### src/bsc_pkg.sv
// bsc_pkg: widths, register indexes, constants and operand structs shared by
// the barometric compensation block. No dependencies.
package bsc_pkg;

   localparam int RAW_W  = 20;
   localparam int DATA_W = 32;
   localparam int HALF_W = 16;
   localparam int WIDE_W = 64;

   // multiplier retires one digit of the second operand per cycle
   localparam int MUL_DIGIT_W = 4;
   localparam int MUL_STEPS   = WIDE_W / MUL_DIGIT_W;
   localparam int MUL_CNT_W   = $clog2(MUL_STEPS);
   localparam int DIV_CNT_W   = $clog2(WIDE_W);

   localparam int CSR_INDEX_W = 3;
   localparam logic [CSR_INDEX_W-1:0] CSR_CAL_T1    = 3'd0;
   localparam logic [CSR_INDEX_W-1:0] CSR_CAL_T2_T3 = 3'd1;
   localparam logic [CSR_INDEX_W-1:0] CSR_CAL_P1    = 3'd2;
   localparam logic [CSR_INDEX_W-1:0] CSR_CAL_P2_P3 = 3'd3;
   localparam logic [CSR_INDEX_W-1:0] CSR_CAL_P4_P5 = 3'd4;
   localparam logic [CSR_INDEX_W-1:0] CSR_CAL_P6_P7 = 3'd5;
   localparam logic [CSR_INDEX_W-1:0] CSR_CAL_P8_P9 = 3'd6;

   localparam logic OP_TEMPERATURE = 1'b0;
   localparam logic OP_PRESSURE    = 1'b1;

   localparam logic [WIDE_W-1:0] FT_OFFSET    = 64'd128000;
   localparam logic [WIDE_W-1:0] ADC_FULL     = 64'd1048576;
   localparam logic [WIDE_W-1:0] P_SCALE      = 64'd3125;
   localparam logic [WIDE_W-1:0] DIV_BIAS     = 64'd1 << 47;
   localparam logic [DATA_W-1:0] T_ROUND      = 32'd128;

   typedef struct packed {
      logic              start;
      logic [WIDE_W-1:0] a;
      logic [WIDE_W-1:0] b;
   } op_req_type;

   typedef struct packed {
      logic              busy;
      logic              done;
      logic [WIDE_W-1:0] value;
   } op_rsp_type;

   function automatic logic [WIDE_W-1:0] sx16(input logic [HALF_W-1:0] h);
      return {{(WIDE_W-HALF_W){h[HALF_W-1]}}, h};
   endfunction

   function automatic logic [WIDE_W-1:0] sx32(input logic [DATA_W-1:0] w);
      return {{(WIDE_W-DATA_W){w[DATA_W-1]}}, w};
   endfunction

endpackage

### src/bsc_req_if.sv
// bsc_req_if: input channel of the compensation block, valid/ready with
// operation and raw sample. Depends on bsc_pkg.
interface bsc_req_if;
   logic                         valid;
   logic                         ready;
   logic                         operation;
   logic [bsc_pkg::RAW_W-1:0]    raw_sample;

   modport source(output valid, operation, raw_sample, input ready);
   modport sink(input valid, operation, raw_sample, output ready);
endinterface

### src/bsc_rsp_if.sv
// bsc_rsp_if: result channel of the compensation block, valid/ready with
// temperature, pressure and divide flag. Depends on bsc_pkg.
interface bsc_rsp_if;
   logic                               valid;
   logic                               ready;
   logic signed [bsc_pkg::DATA_W-1:0]  temperature_centi;
   logic [bsc_pkg::DATA_W-1:0]         pressure_q24_8;
   logic                               divide_by_zero;

   modport source(output valid, temperature_centi, pressure_q24_8, divide_by_zero,
                  input ready);
   modport sink(input valid, temperature_centi, pressure_q24_8, divide_by_zero,
                output ready);
endinterface

### src/bsc_serial_mul.sv
// bsc_serial_mul: 64x64 wrapping multiplier, one 4-bit digit of b per cycle.
// Depends on bsc_pkg.
module bsc_serial_mul (
   input  logic                clock,
   input  logic                reset,
   input  bsc_pkg::op_req_type req,
   output bsc_pkg::op_rsp_type rsp
);

   logic [bsc_pkg::WIDE_W-1:0]    a_ff, a_in;
   logic [bsc_pkg::WIDE_W-1:0]    b_ff, b_in;
   logic [bsc_pkg::WIDE_W-1:0]    acc_ff, acc_in;
   logic [bsc_pkg::MUL_CNT_W-1:0] cnt_ff, cnt_in;
   logic                          busy_ff, busy_in;
   logic                          done_ff, done_in;

   always_comb begin
      a_in    = a_ff;
      b_in    = b_ff;
      acc_in  = acc_ff;
      cnt_in  = cnt_ff;
      busy_in = busy_ff;
      done_in = 1'b0;
      if (req.start) begin
         a_in    = req.a;
         b_in    = req.b;
         acc_in  = '0;
         cnt_in  = '0;
         busy_in = 1'b1;
      end else if (busy_ff) begin
         acc_in = acc_ff + bsc_pkg::WIDE_W'(a_ff * b_ff[bsc_pkg::MUL_DIGIT_W-1:0]);
         a_in   = a_ff << bsc_pkg::MUL_DIGIT_W;
         b_in   = b_ff >> bsc_pkg::MUL_DIGIT_W;
         cnt_in = cnt_ff + 1'b1;
         if (cnt_ff == bsc_pkg::MUL_CNT_W'(bsc_pkg::MUL_STEPS - 1)) begin
            busy_in = 1'b0;
            done_in = 1'b1;
         end
      end
   end

   always_ff @(posedge clock) begin
      a_ff   <= a_in;
      b_ff   <= b_in;
      acc_ff <= acc_in;
      cnt_ff <= cnt_in;
      if (reset) begin
         busy_ff <= 1'b0;
         done_ff <= 1'b0;
      end else begin
         busy_ff <= busy_in;
         done_ff <= done_in;
      end
   end

   assign rsp.busy  = busy_ff;
   assign rsp.done  = done_ff;
   assign rsp.value = acc_ff;

endmodule

### src/bsc_serial_div.sv
// bsc_serial_div: signed 64-bit truncating divider, restoring, one quotient
// bit per cycle. Divisor must be nonzero. Depends on bsc_pkg.
module bsc_serial_div (
   input  logic                clock,
   input  logic                reset,
   input  bsc_pkg::op_req_type req,
   output bsc_pkg::op_rsp_type rsp
);

   logic [bsc_pkg::WIDE_W-1:0]    rem_ff, rem_in;
   logic [bsc_pkg::WIDE_W-1:0]    quo_ff, quo_in;
   logic [bsc_pkg::WIDE_W-1:0]    dsr_ff, dsr_in;
   logic [bsc_pkg::WIDE_W-1:0]    res_ff, res_in;
   logic                          neg_ff, neg_in;
   logic [bsc_pkg::DIV_CNT_W-1:0] cnt_ff, cnt_in;
   logic                          busy_ff, busy_in;
   logic                          done_ff, done_in;

   always_comb begin
      logic [bsc_pkg::WIDE_W:0] trial;
      logic                     fits;
      rem_in  = rem_ff;
      quo_in  = quo_ff;
      dsr_in  = dsr_ff;
      res_in  = res_ff;
      neg_in  = neg_ff;
      cnt_in  = cnt_ff;
      busy_in = busy_ff;
      done_in = 1'b0;
      trial   = {rem_ff, quo_ff[bsc_pkg::WIDE_W-1]};
      fits    = trial >= {1'b0, dsr_ff};
      if (req.start) begin
         // work on magnitudes, fix the sign at the end
         quo_in  = req.a[bsc_pkg::WIDE_W-1] ? -req.a : req.a;
         dsr_in  = req.b[bsc_pkg::WIDE_W-1] ? -req.b : req.b;
         neg_in  = req.a[bsc_pkg::WIDE_W-1] ^ req.b[bsc_pkg::WIDE_W-1];
         rem_in  = '0;
         cnt_in  = '0;
         busy_in = 1'b1;
      end else if (busy_ff) begin
         rem_in = fits ? bsc_pkg::WIDE_W'(trial - {1'b0, dsr_ff})
                       : trial[bsc_pkg::WIDE_W-1:0];
         quo_in = {quo_ff[bsc_pkg::WIDE_W-2:0], fits};
         cnt_in = cnt_ff + 1'b1;
         if (cnt_ff == bsc_pkg::DIV_CNT_W'(bsc_pkg::WIDE_W - 1)) begin
            busy_in = 1'b0;
            done_in = 1'b1;
            res_in  = neg_ff ? -quo_in : quo_in;
         end
      end
   end

   always_ff @(posedge clock) begin
      rem_ff <= rem_in;
      quo_ff <= quo_in;
      dsr_ff <= dsr_in;
      res_ff <= res_in;
      neg_ff <= neg_in;
      cnt_ff <= cnt_in;
      if (reset) begin
         busy_ff <= 1'b0;
         done_ff <= 1'b0;
      end else begin
         busy_ff <= busy_in;
         done_ff <= done_in;
      end
   end

   assign rsp.busy  = busy_ff;
   assign rsp.done  = done_ff;
   assign rsp.value = res_ff;

endmodule

### src/barometric_sensor_compensation_top.sv
// barometric_sensor_compensation_top: sequencer for temperature and pressure
// compensation. Depends on bsc_pkg, bsc_req_if, bsc_rsp_if, bsc_serial_mul,
// bsc_serial_div.
//
// Usage: the req channel takes one item (operation, raw_sample); each item
// gives one rsp item. Operation 0 is a temperature sample: it gives the
// temperature in hundredths of a degree and stores the fine temperature used
// by later pressure items. Operation 1 is a pressure sample: it gives Pa in
// Q24.8 and flags a zero divisor. Calibration words go in on the csr port
// (write enable, index, data); the user must write them only while the
// block is idle, as the block itself does not enforce it. Each product runs
// on the shared digit-serial multiplier: the request register, the start
// load, then 16 digit steps. A temperature item takes 3 products; a pressure
// item takes 10 products and a bit-serial division, or ends after its sixth
// product when the divisor is zero. One item is in work at a time; req ready
// is high only while the sequencer is idle, so the next item can be taken as
// soon as the result reaches the output register.
// The result sits in an output register; a new item is accepted while it
// waits, and a finished result stalls in the sequencer until the receiver
// takes the previous one. Reset clears all calibration words, the stored
// fine temperature and all handshake state.
module barometric_sensor_compensation_top (
   input  logic                              clock,
   input  logic                              reset,
   bsc_req_if.sink                           req_if,
   bsc_rsp_if.source                         rsp_if,
   input  logic                              csr_we,
   input  logic [bsc_pkg::CSR_INDEX_W-1:0]   csr_index,
   input  logic [bsc_pkg::DATA_W-1:0]        csr_wdata
);

   typedef enum logic [4:0] {
      S_IDLE, S_T0, S_T1, S_T2, S_T3,
      S_P0, S_P1, S_P2, S_P3, S_P4, S_P5, S_P6, S_P7, S_P8, S_P9, S_P10, S_P11,
      S_OUT
   } state_type;

   localparam int W = bsc_pkg::WIDE_W;
   localparam int D = bsc_pkg::DATA_W;
   localparam int H = bsc_pkg::HALF_W;

   state_type state_ff, state_in;

   logic [H-1:0] cal_t1_ff, cal_p1_ff;
   logic [D-1:0] cal_t2_t3_ff, cal_p2_p3_ff, cal_p4_p5_ff, cal_p6_p7_ff, cal_p8_p9_ff;

   logic [bsc_pkg::RAW_W-1:0] adc_ff, adc_in;
   logic [D-1:0] ft_ff, ft_in;
   logic [W-1:0] v1_ff, v1_in, v2_ff, v2_in, m_ff, m_in, p_ff, p_in;
   logic [D-1:0] res_temp_ff, res_temp_in, res_press_ff, res_press_in;
   logic         res_dz_ff, res_dz_in;
   logic [D-1:0] out_temp_ff, out_temp_in, out_press_ff, out_press_in;
   logic         out_dz_ff, out_dz_in;
   logic         out_valid_ff, out_valid_in;

   bsc_pkg::op_req_type mul_req_ff, mul_req_in, div_req_ff, div_req_in;
   bsc_pkg::op_rsp_type mul_rsp, div_rsp;

   bsc_serial_mul u_mul (.clock(clock), .reset(reset), .req(mul_req_ff), .rsp(mul_rsp));
   bsc_serial_div u_div (.clock(clock), .reset(reset), .req(div_req_ff), .rsp(div_rsp));

   // calibration registers
   always_ff @(posedge clock) begin
      if (reset) begin
         cal_t1_ff    <= '0;
         cal_t2_t3_ff <= '0;
         cal_p1_ff    <= '0;
         cal_p2_p3_ff <= '0;
         cal_p4_p5_ff <= '0;
         cal_p6_p7_ff <= '0;
         cal_p8_p9_ff <= '0;
      end else if (csr_we) begin
         case (csr_index)
            bsc_pkg::CSR_CAL_T1:    cal_t1_ff    <= csr_wdata[H-1:0];
            bsc_pkg::CSR_CAL_T2_T3: cal_t2_t3_ff <= csr_wdata;
            bsc_pkg::CSR_CAL_P1:    cal_p1_ff    <= csr_wdata[H-1:0];
            bsc_pkg::CSR_CAL_P2_P3: cal_p2_p3_ff <= csr_wdata;
            bsc_pkg::CSR_CAL_P4_P5: cal_p4_p5_ff <= csr_wdata;
            bsc_pkg::CSR_CAL_P6_P7: cal_p6_p7_ff <= csr_wdata;
            bsc_pkg::CSR_CAL_P8_P9: cal_p8_p9_ff <= csr_wdata;
            default: ;
         endcase
      end
   end

   always_comb begin
      logic [D-1:0] a32, d32, t32, v2_32, ft32, ft5;
      logic [W-1:0] prod, x, dv, pn, sum, v2w;
      state_in     = state_ff;
      adc_in       = adc_ff;
      ft_in        = ft_ff;
      v1_in        = v1_ff;
      v2_in        = v2_ff;
      m_in         = m_ff;
      p_in         = p_ff;
      res_temp_in  = res_temp_ff;
      res_press_in = res_press_ff;
      res_dz_in    = res_dz_ff;
      out_temp_in  = out_temp_ff;
      out_press_in = out_press_ff;
      out_dz_in    = out_dz_ff;
      out_valid_in = out_valid_ff && !rsp_if.ready;
      mul_req_in   = '{start: 1'b0, a: mul_req_ff.a, b: mul_req_ff.b};
      div_req_in   = '{start: 1'b0, a: div_req_ff.a, b: div_req_ff.b};
      prod  = mul_rsp.value;
      a32   = {15'b0, adc_ff[19:3]} - {15'b0, cal_t1_ff, 1'b0};
      d32   = {16'b0, adc_ff[19:4]} - {16'b0, cal_t1_ff};
      t32   = D'($signed(prod[D-1:0]) >>> 12);
      v2_32 = D'($signed(prod[D-1:0]) >>> 14);
      ft32  = v1_ff[D-1:0] + v2_32;
      ft5   = ft32 + {ft32[D-3:0], 2'b0} + bsc_pkg::T_ROUND;
      x     = m_ff + (prod << 12);
      dv    = W'($signed(prod) >>> 33);
      pn    = ((bsc_pkg::ADC_FULL - {44'b0, adc_ff}) << 31) - v2_ff;
      v2w   = W'($signed(prod) >>> 19);
      sum   = p_ff + v1_ff + v2w;

      case (state_ff)
         S_IDLE: begin
            if (req_if.valid) begin
               adc_in   = req_if.raw_sample;
               state_in = (req_if.operation == bsc_pkg::OP_PRESSURE) ? S_P0 : S_T0;
            end
         end
         S_T0: begin
            mul_req_in = '{start: 1'b1, a: bsc_pkg::sx32(a32),
                           b: bsc_pkg::sx16(cal_t2_t3_ff[D-1:H])};
            state_in   = S_T1;
         end
         S_T1: if (mul_rsp.done) begin
            v1_in      = bsc_pkg::sx32(D'($signed(prod[D-1:0]) >>> 11));
            mul_req_in = '{start: 1'b1, a: bsc_pkg::sx32(d32), b: bsc_pkg::sx32(d32)};
            state_in   = S_T2;
         end
         S_T2: if (mul_rsp.done) begin
            mul_req_in = '{start: 1'b1, a: bsc_pkg::sx32(t32),
                           b: bsc_pkg::sx16(cal_t2_t3_ff[H-1:0])};
            state_in   = S_T3;
         end
         S_T3: if (mul_rsp.done) begin
            ft_in        = ft32;
            res_temp_in  = D'($signed(ft5) >>> 8);
            res_press_in = '0;
            res_dz_in    = 1'b0;
            state_in     = S_OUT;
         end
         S_P0: begin
            v1_in      = bsc_pkg::sx32(ft_ff) - bsc_pkg::FT_OFFSET;
            mul_req_in = '{start: 1'b1, a: v1_in, b: v1_in};
            state_in   = S_P1;
         end
         S_P1: if (mul_rsp.done) begin
            m_in       = prod;
            mul_req_in = '{start: 1'b1, a: prod, b: bsc_pkg::sx16(cal_p6_p7_ff[D-1:H])};
            state_in   = S_P2;
         end
         S_P2: if (mul_rsp.done) begin
            v2_in      = prod;
            mul_req_in = '{start: 1'b1, a: v1_ff, b: bsc_pkg::sx16(cal_p4_p5_ff[H-1:0])};
            state_in   = S_P3;
         end
         S_P3: if (mul_rsp.done) begin
            v2_in      = v2_ff + (prod << 17) + (bsc_pkg::sx16(cal_p4_p5_ff[D-1:H]) << 35);
            mul_req_in = '{start: 1'b1, a: m_ff, b: bsc_pkg::sx16(cal_p2_p3_ff[H-1:0])};
            state_in   = S_P4;
         end
         S_P4: if (mul_rsp.done) begin
            m_in       = W'($signed(prod) >>> 8);
            mul_req_in = '{start: 1'b1, a: v1_ff, b: bsc_pkg::sx16(cal_p2_p3_ff[D-1:H])};
            state_in   = S_P5;
         end
         S_P5: if (mul_rsp.done) begin
            mul_req_in = '{start: 1'b1, a: bsc_pkg::DIV_BIAS + x, b: {48'b0, cal_p1_ff}};
            state_in   = S_P6;
         end
         S_P6: if (mul_rsp.done) begin
            v1_in = dv;
            if (dv == '0) begin
               res_temp_in  = '0;
               res_press_in = '0;
               res_dz_in    = 1'b1;
               state_in     = S_OUT;
            end else begin
               mul_req_in = '{start: 1'b1, a: pn, b: bsc_pkg::P_SCALE};
               state_in   = S_P7;
            end
         end
         S_P7: if (mul_rsp.done) begin
            div_req_in = '{start: 1'b1, a: prod, b: v1_ff};
            state_in   = S_P8;
         end
         S_P8: if (div_rsp.done) begin
            p_in       = div_rsp.value;
            m_in       = W'($signed(div_rsp.value) >>> 13);
            mul_req_in = '{start: 1'b1, a: bsc_pkg::sx16(cal_p8_p9_ff[H-1:0]), b: m_in};
            state_in   = S_P9;
         end
         S_P9: if (mul_rsp.done) begin
            mul_req_in = '{start: 1'b1, a: prod, b: m_ff};
            state_in   = S_P10;
         end
         S_P10: if (mul_rsp.done) begin
            v1_in      = W'($signed(prod) >>> 25);
            mul_req_in = '{start: 1'b1, a: bsc_pkg::sx16(cal_p8_p9_ff[D-1:H]), b: p_ff};
            state_in   = S_P11;
         end
         S_P11: if (mul_rsp.done) begin
            res_temp_in  = '0;
            res_press_in = D'(W'($signed(sum) >>> 8)
                              + (bsc_pkg::sx16(cal_p6_p7_ff[H-1:0]) << 4));
            res_dz_in    = 1'b0;
            state_in     = S_OUT;
         end
         S_OUT: begin
            // hand over once the output register is free
            if (!out_valid_ff || rsp_if.ready) begin
               out_temp_in  = res_temp_ff;
               out_press_in = res_press_ff;
               out_dz_in    = res_dz_ff;
               out_valid_in = 1'b1;
               state_in     = S_IDLE;
            end
         end
         default: state_in = S_IDLE;
      endcase
   end

   always_ff @(posedge clock) begin
      adc_ff       <= adc_in;
      v1_ff        <= v1_in;
      v2_ff        <= v2_in;
      m_ff         <= m_in;
      p_ff         <= p_in;
      res_temp_ff  <= res_temp_in;
      res_press_ff <= res_press_in;
      res_dz_ff    <= res_dz_in;
      out_temp_ff  <= out_temp_in;
      out_press_ff <= out_press_in;
      out_dz_ff    <= out_dz_in;
      mul_req_ff.a <= mul_req_in.a;
      mul_req_ff.b <= mul_req_in.b;
      div_req_ff.a <= div_req_in.a;
      div_req_ff.b <= div_req_in.b;
      if (reset) begin
         state_ff         <= S_IDLE;
         ft_ff            <= '0;
         out_valid_ff     <= 1'b0;
         mul_req_ff.start <= 1'b0;
         div_req_ff.start <= 1'b0;
      end else begin
         state_ff         <= state_in;
         ft_ff            <= ft_in;
         out_valid_ff     <= out_valid_in;
         mul_req_ff.start <= mul_req_in.start;
         div_req_ff.start <= div_req_in.start;
      end
   end

   assign req_if.ready             = (state_ff == S_IDLE);
   assign rsp_if.valid             = out_valid_ff;
   assign rsp_if.temperature_centi = out_temp_ff;
   assign rsp_if.pressure_q24_8    = out_press_ff;
   assign rsp_if.divide_by_zero    = out_dz_ff;

   a_mul_not_restarted: assert property (@(posedge clock) disable iff (reset)
      mul_req_ff.start |-> !mul_rsp.busy)
      else $error("multiplier started while busy");

   a_units_exclusive: assert property (@(posedge clock) disable iff (reset)
      !(mul_rsp.busy && div_rsp.busy))
      else $error("multiplier and divider busy together");

   a_accept_leaves_idle: assert property (@(posedge clock) disable iff (reset)
      (req_if.valid && req_if.ready) |=> state_ff != S_IDLE)
      else $error("accepted item did not start the sequencer");

   a_dz_zero_pressure: assert property (@(posedge clock) disable iff (reset)
      (out_valid_ff && out_dz_ff) |-> (out_press_ff == '0 && out_temp_ff == '0))
      else $error("divide flag with nonzero result");

   a_temp_only: assert property (@(posedge clock) disable iff (reset)
      (out_valid_ff && out_temp_ff != '0) |-> (out_press_ff == '0 && !out_dz_ff))
      else $error("temperature item carries pressure fields");

endmodule

### src/flat_wrapper.sv
// flat-port wrapper written by rule: the top's interface ports become plain ports
module barometric_sensor_compensation_top_flat 
  (clock, reset, csr_we, csr_index, csr_wdata, req_if_valid, req_if_operation, req_if_raw_sample, req_if_ready, rsp_if_valid, rsp_if_temperature_centi, rsp_if_pressure_q24_8, rsp_if_divide_by_zero, rsp_if_ready);
  bsc_req_if req_if_i ();
  bsc_rsp_if rsp_if_i ();
  input  logic clock;
  input  logic reset;
  input  logic csr_we;
  input  logic [bsc_pkg::CSR_INDEX_W-1:0] csr_index;
  input  logic [bsc_pkg::DATA_W-1:0] csr_wdata;
  input wire logic [$bits(req_if_i.valid)-1:0] req_if_valid;
  input wire logic [$bits(req_if_i.operation)-1:0] req_if_operation;
  input wire logic [$bits(req_if_i.raw_sample)-1:0] req_if_raw_sample;
  output wire logic [$bits(req_if_i.ready)-1:0] req_if_ready;
  output wire logic [$bits(rsp_if_i.valid)-1:0] rsp_if_valid;
  output wire logic [$bits(rsp_if_i.temperature_centi)-1:0] rsp_if_temperature_centi;
  output wire logic [$bits(rsp_if_i.pressure_q24_8)-1:0] rsp_if_pressure_q24_8;
  output wire logic [$bits(rsp_if_i.divide_by_zero)-1:0] rsp_if_divide_by_zero;
  input wire logic [$bits(rsp_if_i.ready)-1:0] rsp_if_ready;
  assign req_if_i.valid = req_if_valid;
  assign req_if_i.operation = req_if_operation;
  assign req_if_i.raw_sample = req_if_raw_sample;
  assign req_if_ready = req_if_i.ready;
  assign rsp_if_valid = rsp_if_i.valid;
  assign rsp_if_temperature_centi = rsp_if_i.temperature_centi;
  assign rsp_if_pressure_q24_8 = rsp_if_i.pressure_q24_8;
  assign rsp_if_divide_by_zero = rsp_if_i.divide_by_zero;
  assign rsp_if_i.ready = rsp_if_ready;
  barometric_sensor_compensation_top u_core (.clock(clock), .reset(reset), .req_if(req_if_i), .rsp_if(rsp_if_i), .csr_we(csr_we), .csr_index(csr_index), .csr_wdata(csr_wdata));
endmodule
### config.mk
export PLATFORM = sky130hd
export DESIGN_NAME = barometric_sensor_compensation_top_flat
export DESIGN_NICKNAME = d
export VERILOG_FILES = /design/src/bsc_pkg.sv /design/src/bsc_req_if.sv /design/src/bsc_rsp_if.sv /design/src/bsc_serial_mul.sv /design/src/bsc_serial_div.sv /design/src/barometric_sensor_compensation_top.sv /design/src/flat_wrapper.sv
export SDC_FILE = /design/constraint.sdc
export NUM_CORES = 2
export LEC_CHECK = 0
export BUFFER_PORTS_ARGS = -buffer_cell sky130_fd_sc_hd__buf_2
export CAP_MARGIN = 40
export CORE_ASPECT_RATIO = 0.7
export CORE_MARGIN = 8
export CORE_UTILIZATION = 32
export DETAILED_ROUTE_END_ITERATION = 6
export RECOVER_POWER = 100
export SYNTH_ARGS = -nofsm -noshare
export SYNTH_HDL_FRONTEND = slang
export SYNTH_SLANG_ARGS = --single-unit
### constraint.sdc
create_clock -name clock -period 14.65 [get_ports clock]
set_input_delay 0.7325 -clock clock [delete_from_list [all_inputs] [get_ports clock]]
set_output_delay 0.7325 -clock clock [all_outputs]
set_load 0.01 [all_outputs]
==> reports/qor.csv <==
metric;value;unit
chipWidth;622.3;um
end_kind;flip-flop;
cp_num_buf_inv;2;
slowest_stage;clkbuf_1;
stdcell_area;0.09156;mm2
cts_max_path_buffers;4;
grt_max_degree;129;
finClkSkew;0.06536;ns
detailedPlace.worstSlack;7.634;ns
wl_per_cell;28.04;um
remaining_drc_errors;38;
violations;design-rule violations, max-capacitance violations, max-slew violations;
synth_seq_cells;1291;
finalSetupViolCount;0;
grtUsageTotal;23.20;%
crit_chain;clkbuf_1 > nand2b_1 > o31ai_1 > nor4_2 > clkbuf_1;
post_cts_buffers;0;
min_path_type;in2reg;
rsz0062_at_grt;no;
synth_top_flop_cell;edfxtp_1;
wl;333300;um
yosys-top-cells-count;nand2_1 (988), edfxtp_1 (917), a21oi_1 (746), nor2_1 (551), ha_1 (495);
leakage;0.03517;uW
multi_input_area;0.04410;mm2
synth-edff-count;917;
ys_warn_count;0;
worstPathRequired;14.78;ns
power-per-cell-area;277.3;mW/mm2
drive_gt1_share;6.285;%
synth.distinct_cells;86;
core_area;0.2554;mm2
cts_tree;done;
period_needed;10.45;ns
cap_violations;80;
yosys.cell_count.top_type;nand2_1;
crit_top_cell;clkbuf_1;
worst-setup-path-type;reg2reg;
synth_cells;8334;
grt.overflow.total;0;
antenna_found_initial;32;
place_area;0.08742;mm2
worst_pin_slew;8.862;ns
path_depth;5;
postRouteAntennaNets;0;
avgViaCountPerCell;5.825;
path_delay_family;buffers and inverters;
postCtsHoldBufs;0;
cts_max_level;4;
finalCritPeriodShare;71.34;%
die_h;440.4;um
fmax;0.09568;GHz
worstHoldPathCells;1;
clkLatencyLatePin;0.83;ns
clockRootBuffer;clkbuf_16;
ios;128;
rows;155;
outcome;finished with violations;
slowest_delay;6.17;ns
drt-pass1-iter-count;7;
grt_pass1_wl;469900;um
place_hpwl;250200;um
start_util;32.24;%
gp_congestion;0.9929;
ir_drop;0.2981;mV
first_global_vias;63200;
final_nets;9202;
area_growth;11.19;%
synth_top_area_cell;edfxtp_1;
dieArea;0.2741;mm2
arrival;10.58;ns
path_clk_slew;0.07;ns
cts_buffers;143;
nFillCells;25570;
critPathLaunchType;flip-flop;
ys_seq_area_share;42.53;%
avgSynthCellArea;9.880;um2
num_vias;69230;
synth.cell_area;0.08234;mm2
hold_viol_final;0;
cts.sinks;1291;
critPathMaxFanout;128;
synthArstFlopShare;0;%
synth_area_leaders;edfxtp_1 (33%), dfxtp_1 (9.1%), ha_1 (7.5%);
yosysTopAreaCellShare;33.44;%
fin_ws;4.198;ns
relSlewSlack;-490.8;%
final_max_slew_viol_count;2740;
numPortBuffers;127;
regArea;0.03503;mm2
drtIter0Drc;10340;
finalSetupTns;0;ns
cts.repair.resized;0;
r2r_cells;5;
==> layout make-up <==
cell class	instances	area share, %
antenna	13	0.03553
clock buffer	179	4.280
clock inverter	71	0.9498
inverter	477	1.957
multi-input combinational	6161	48.16
sequential	1291	38.26
tap	3375	4.612
timing repair buffer	318	1.744
==> final timing paths <==
kind / from / slack [ns] / endpoint
setup / recovery: u_core.state_ff[1] / 4.20 / u_core.mul_req_ff[111]
hold / removal: req_if_raw_sample[12] / 0.08 / u_core.adc_ff[12]
setup reg to reg: u_core.state_ff[1] / 4.20 / u_core.mul_req_ff[111]
hold reg to reg: u_core.res_press_ff[10] / 0.41 / u_core.rsp_if.pressure_q24_8[10]
==> stage by stage <==
stage | cells | hold slack [ns] | total power [uW] | util (%)
3_5_place_dp | 11620 | 0.4045 | 20900 | 34.23
5_1_grt | 11870 | 0.07288 | 26930 | 35.84
6_report | 11890 | 0.08273 | 25390 | 35.85
4_1_cts | 11870 | 0.05280 | 24900 | 36.10
3_3_place_gp | 11600 | 0.4038 | 20730 | 34.11
2_1_floorplan | 8358 | 0.4003 | 16320 | -
==> state kept, by name, indices dropped and copies added, names as in the netlist, 39 cells and up <==
| register | cells |
|---|---|
| u_core.div_req_ff | 104 |
| u_core.m_ff | 64 |
| u_core.mul_req_ff | 129 |
| u_core.p_ff | 64 |
| u_core.u_div.dsr_ff | 64 |
| u_core.u_div.quo_ff | 64 |
| u_core.u_div.rem_ff | 64 |
| u_core.u_div.res_ff | 64 |
| u_core.u_mul.a_ff | 64 |
| u_core.u_mul.acc_ff | 64 |
| u_core.u_mul.b_ff | 64 |
| u_core.v1_ff | 39 |
| u_core.v2_ff | 64 |
==> report_power, final <==
group,switching (uW),internal (uW)
Sequential,564,5010
Combinational,9960,6000
Clock,1630,2220
Total,12200,13200
==> placed cells by master (no fill, tap or decap), drive strengths merged, types with 41 or more instances in the layout <==
cell | Yosys | routed
a22oi | 73 | 73
ha | 495 | 495
a221oi | 68 | 68
nand2b | 55 | 55
fa | 254 | 254
nor4 | 42 | 42
clkbuf | 397 | 364
a222oi | 56 | 56
xnor2 | 357 | 357
o31ai | 71 | 71
nand3 | 145 | 145
and2 | 231 | 231
nand2 | 988 | 988
nor2b | 58 | 58
dfxtp | 374 | 374
or4 | 41 | 41
nand4 | 82 | 82
or3 | 60 | 60
buf | 32 | 133
a21oi | 746 | 746
nor3 | 93 | 93
mux2 | 127 | 127
mux2i | 108 | 108
nor2 | 551 | 551
inv | 476 | 484
xor2 | 222 | 222
a211oi | 100 | 100
o21bai | 67 | 67
edfxtp | 917 | 917
o211ai | 54 | 54
o21ai | 376 | 376
a21o | 204 | 204
==> per-layer routing <==
layer  global-route usage, %  up-vias  routed length (um)
li1                        -    30100                   -
met4                   7.562        8               12970
met3                   7.802      658               45620
met2                   30.84     4285              126700
met5                 0.08775        -                  55
met1                   34.57    34170              148000
==> logic make-up (layout without fill, tap and decap cells) <==
logic type	Yosys count	in the layout	share of synthesized area [%]
buf+inv	906	1045	4.170
simple gates	2452	2452	13.81
compound gates	2121	2121	16.58
flops	1291	1291	42.53
fa+ha+maj	749	749	13.70
xor+xnor	579	579	6.159
other cells	1	38	0.004554
mux	235	235	3.050
(Power assumes the default switching activity.)
